### src/hdl/gha_pkg.sv
// Shared constants, command codes and controller/datapath interface types.
package gha_pkg;

	localparam int INDEX_BITS = 10;
	localparam int GEN_BITS   = 8;
	localparam int HANDLE_W   = INDEX_BITS + GEN_BITS;
	localparam int SLOTS      = 1 << INDEX_BITS;
	localparam int CNT_W      = INDEX_BITS + 1;
	localparam int THR_W      = 10;
	localparam int THR_RESET  = 16;
	localparam int CMP_W      = (CNT_W > THR_W) ? CNT_W : THR_W;
	localparam int CMD_W      = 2;
	localparam int IN_TDATA_W  = ((HANDLE_W + 7) / 8) * 8;
	localparam int OUT_TDATA_W = ((HANDLE_W + 2 + 7) / 8) * 8;

	typedef enum logic [CMD_W-1:0] {
		CMD_CREATE = 2'd0,
		CMD_ALIVE  = 2'd1,
		CMD_DELETE = 2'd2
	} cmd_e_t;

	typedef struct packed {
		logic load;
		logic gen_re;
		logic commit;
	} ctrl_cmd_t;

	typedef struct packed {
		logic pop;
	} dp_status_t;

endpackage

### src/hdl/gha_ctrl.sv
// Controller state machine that sequences each transaction through the datapath.
module gha_ctrl (
	input  logic                         clk,
	input  logic                         arst_n,
	input  logic                         in_valid,
	output logic                         in_ready,
	input  logic [gha_pkg::CMD_W-1:0]    in_cmd,
	output logic                         out_valid,
	input  logic                         out_ready,
	input  gha_pkg::dp_status_t          status,
	output gha_pkg::ctrl_cmd_t           cmd
);
	import gha_pkg::*;

	typedef enum logic [1:0] {
		ST_IDLE,
		ST_GEN_RD,
		ST_DONE
	} state_t;

	state_t state_q;
	logic   out_valid_q;
	logic   accept;
	logic   out_free;

	assign in_ready   = (state_q == ST_IDLE);
	assign accept     = in_valid && in_ready;
	assign out_free   = !out_valid_q || out_ready;
	assign out_valid  = out_valid_q;
	assign cmd.load   = accept;
	assign cmd.gen_re = (state_q == ST_GEN_RD);
	assign cmd.commit = (state_q == ST_DONE) && out_free;

	always_ff @(posedge clk or negedge arst_n) begin
		if (!arst_n) begin
			state_q     <= ST_IDLE;
			out_valid_q <= 1'b0;
		end else begin
			if (cmd.commit) begin
				out_valid_q <= 1'b1;
			end else if (out_ready) begin
				out_valid_q <= 1'b0;
			end
			case (state_q)
				ST_IDLE: begin
					if (accept) begin
						if (in_cmd == CMD_CREATE && status.pop) begin
							state_q <= ST_GEN_RD;
						end else begin
							state_q <= ST_DONE;
						end
					end
				end
				ST_GEN_RD: begin
					state_q <= ST_DONE;
				end
				ST_DONE: begin
					if (out_free) begin
						state_q <= ST_IDLE;
					end
				end
				default: begin
					state_q <= ST_IDLE;
				end
			endcase
		end
	end

endmodule

### config.mk
export PLATFORM = sky130hd
export DESIGN_NAME = gha_ctrl
export DESIGN_NICKNAME = d
export VERILOG_FILES = /design/src/hdl/gha_pkg.sv /design/src/hdl/gha_ctrl.sv
export SDC_FILE = /design/constraint.sdc
export NUM_CORES = 1
export LEC_CHECK = 0
export BUFFER_PORTS_ARGS = -buffer_cell sky130_fd_sc_hd__buf_2
export CORE_AREA = 2 2 39 41
export CTS_CLUSTER_SIZE = 8
export DETAILED_ROUTE_END_ITERATION = 8
export DIE_AREA = 0 0 41 43
export SLEW_MARGIN = 20
export SYNTH_ARGS = -nofsm -noshare
export SYNTH_HDL_FRONTEND = slang
export SYNTH_SLANG_ARGS = --single-unit
### constraint.sdc
create_clock -name clk -period 0.98 [get_ports clk]
set_input_delay 0.147 -clock clk [delete_from_list [all_inputs] [get_ports clk]]
set_output_delay 0.147 -clock clk [all_outputs]
set_load 0.01 [all_outputs]
==> After elaboration in Yosys (flattened, before gate mapping) <==
Index checks and enable logic that the tools add are counted.
{ "word_totals": {"reg_bits": 3, "out_inout_bits": 5, "word_cells": 21} }
{ "classes": {"eq_ne": 4, "n_mux": 6, "n_reduce_logical": 9} }
{ "op_table": {"columns": ["cell", "n"], "rows": [
  ["2-bit two-way mux", 3],
  ["2-bit case mux with 3 select lines", 1],
  ["2-bit logical NOT", 2],
  ["1-bit logical AND", 3],
  ["2-bit by 1-bit == test with 1-bit output, second input constant", 1],
  ["2-bit == test, second input constant", 1],
  ["1-bit two-way mux", 2],
  ["2-bit by 1-bit != test with 1-bit output, second input constant", 1],
  ["2-bit != test, second input constant", 1],
  ["2-bit AND reduction", 1],
  ["2-bit nonzero test", 1],
  ["1-bit logical NOT", 1],
  ["1-bit logical OR", 1]
]} }

==> Depth between registers and ports, before layout <==
{ "logic_depth": {"ltp_word": 5, "ltp_mapped": 3} }

==> Worst setup path before layout <==
OpenSTA, ideal clock, no wires.
{ "synth_path": {"path_type": "register to output", "startpoint": "register state_q[0]", "endpoint": "output port cmd[0] in the netlist's numbering", "arrival_ns": 0.742, "required_time_ns": 0.833, "slack_ns": 0.091, "path_stages_with_launch": 3, "path_buffers": 0, "path_cell_list": "dfrtp_1 > nand2b_1 > a21oi_1"} }
{ "synth_lines": {"columns": ["item", "line", "rtl"], "rows": [
  ["start: declaration", "gha_ctrl.sv:21", "state_t state_q;"],
  ["start signal: assignment", "gha_ctrl.sv:36", "state_q <= ST_IDLE;"],
  ["start signal: assignment", "gha_ctrl.sv:48", "state_q <= ST_GEN_RD;"],
  ["start signal: assignment", "gha_ctrl.sv:50", "state_q <= ST_DONE;"],
  ["end: declaration", "gha_ctrl.sv:11", "output gha_pkg::ctrl_cmd_t cmd"]
]} }

==> impl_metrics.yaml <==
setup_path:
  crit_arrival_ns: 1.04
  crit_chain: "nand2b_4 > a21oi_2 > buf_2"
  crit_buf_inv: 1
  crit_path_start_kind: "flip-flop"
  worst_path_max_delay_cell: "dfrtp_2"
  crit_path_end_kind: "output pin"
  cp_slowest_stage_delay_ns: 0.44
  reg2reg_slack_ns: 0.09
  critPathMaxFanout: 5
  r2r_cells: 3
  critPathTopFamily: "flip-flops"
  timing.rr.start: "state_q[0]$_DFFE_PN0P_"
  r2r-end: "state_q[0]$_DFFE_PN0P_"
  crit_type: "reg2out"
  crit_required_ns: 0.83
placed_design:
  io_buffers: 11
  dpl.cell_count: 44
  routabilityCongestion: 0.582
  dpl_cell_area_um2: 235
  hpwl_um: 311
route:
  finalWirelength_um: 376
  viasPerCell: 3.60
  met2WireLength_um: 229
  m1WireLength_um: 119
  drc: 0
  met3_length_um: 27
  num_vias: 180
  dr.pass1.iters: 1
  routedWlPerCell_um: 7.52
  drt_iter0_markers: 0
  final_antenna_net_count: 0
  top_layer: "met3"
global_route:
  grt_usage: 0.0573
  antenna_found_initial: 0
  grt_pass1_vias: 169
  grt_max_degree: 7
  grt_overflow: 0
  grt_pass1_wl_um: 572
timing:
  slew_headroom: 0.837
  skew_ns: 0.000399
  max_freq_mhz: 842
  worst_slack_ns: -0.207
  hold_viol: 0
  finalCriticalPeriod_ns: 1.19
  setup_tns_ns: -0.698
  final_max_slew_viol_count: 0
  setup_viol: 4
  grt_setup_unrepaired: "true"
  worst_hold_slack_ns: 0.143
  layout_worst_path_cycle_share: 1.21
  tightest_slew_ns: 0.241
layout:
  fill_cells: 160
  num-nets-final: 42
  final_cell_mix: "buf_2 (10), inv_1 (3), clkbuf_4 (3)"
  diodes: 0
  final_cell_area_um2: 314
  final_common_cell: "buf_2"
  drive_above_1_share: 0.706
  syn2layout_area_growth_pct: 87.3
  final_cells: 50
floorplanning:
  coreArea_um2: 1380
  die_h_um: 43
  fp-row-count: 14
  chipWidth_um: 41
  initial_utilization: 0.121
  io_pins: 12
  die_area_um2: 1760
synthesis:
  synth_cell_types: 12
  synth.cell_area_um2: 168
  syn_inst: 18
  synth_nets: 25
  ys_seq_elements: 3
  syn_area_per_cell_um2: 9.31
  yosysWarnings: 0
  synthTopCellsByArea: "dfrtp_1 (45%), inv_1 (9.0%), nand2b_1 (7.5%), nor3b_2 (7.5%), nand4bb_1 (6.7%)"
  ys_seq_area_frac: 0.448
  yosysTopAreaCell: "dfrtp_1"
  netlist.area_leader.share: 0.448
clock_network:
  cts-buffers-inserted: 3
  clock_sinks: 3
  cts_tree: "built"
  root_buffer: "clkbuf_4"
  cts_buffer_depth: 2
  clk_latency_ns: 0.23
  htree_levels: 1
  clk_pin_slew_ns: 0.04
pwr:
  p_leak_uw: 0.000160
  power_density_nw_per_um2: 1700
  vdd_drop_max_mv: 0.483
  total_power_uw: 535
min_path:
  hold_depth: 2
  hold_path_startpoint: "out_ready"
  worstHoldEndpoint: "out_valid$_DFFE_PN0P_"
  min-delay-path-class: "in2reg"
run_status:
  violations: "setup timing"
  status: "finished with violations"
job:
  maxCapViolCount: 0
==> power by group <==
part           total (uW)  leakage, uW  internal (uW)  switching [uW]
Sequential            181    0.0000349            147            33.9
Clock                 214    0.0000150            152            61.8
Combinational         140     0.000110           79.2            60.4
==> worst max-delay path by stage <==
| stage | from | endpoint | slack [ns] | cells after the start |
|---|---|---|---|---|
| 2_1_floorplan | state_q[0]$_DFFE_PN0P_ | cmd[0] | 0.09 | 2 |
| 3_3_place_gp | state_q[0]$_DFFE_PN0P_ | cmd[0] | 0.03 | 3 |
| 3_5_place_dp | state_q[0]$_DFFE_PN0P_ | cmd[0] | 0.03 | 3 |
| 4_1_cts | state_q[0]$_DFFE_PN0P_ | cmd[0] | -0.20 | 3 |
| 5_1_grt | state_q[0]$_DFFE_PN0P_ | cmd[0] | -0.25 | 3 |
| 6_report | state_q[0]$_DFFE_PN0P_ | cmd[0] | -0.21 | 3 |
==> synth_stat cells (all sizes together) <==
master / count
nand2b: 2
and3: 1
nor2: 1
o21ai: 1
inv: 4
dfrtp: 3
o311ai: 1
nor3b: 1
buf: 1
nand4bb: 1
nor3: 1
a21oi: 1
==> worst register-to-register path: stages, from the launching register on <==
cell,delay [ns]
dfrtp_2,0.44
buf_4,0.15
nor2_2,0.08
and3_1,0.16
==> sequential cells by signal, indices dropped and copies added, names as in the netlist <==
| signal | flops |
|---|---|
| out_valid | 1 |
| state_q | 2 |
==> final cells by class <==
class                           count  area (um^2)  share of cell area
Multi-Input combinational cell     10         96.3               0.307
Timing Repair Buffer               13         78.8               0.251
Sequential cell                     3         77.6               0.247
Clock buffer                        4         26.3              0.0837
Tap cell                           16         20.0              0.0637
Inverter                            4         15.0              0.0478
==> kinds of logic (layout without fill, tap and decap cells) <==
family	count (synthesis)	after routing	synth area share
AND/OR/NAND/NOR	7	7	0.306
buffers and inverters	5	21	0.134
AO/OA/AOI/OAI	3	3	0.112
flip-flops	3	3	0.448
==> per-stage QoR <==
stage,setup slack (ns),utilization
after floorplan,0.0910,-
after global placement,0.0339,0.170
after detailed placement,0.0311,0.170
after CTS,-0.197,0.216
after global routing,-0.252,0.227
final,-0.207,0.227
==> routing by layer <==
layer / GRT usage / vias up
met2: 0.0875 / 3
met5: 0 / -
met3: 0.0471 / 0
li1: - / 92
met1: 0.0258 / 85
met4: 0.0800 / 0
==> what timing repair did <==
action                                 CTS  global route
setup buffers                            1             0
setup endpoints to repair                4             4
endpoints found under the hold margin    3             0
gates resized for setup                  5             4
hold buffers                             1             0
Note: power is estimated with default switching activity, not from simulation.
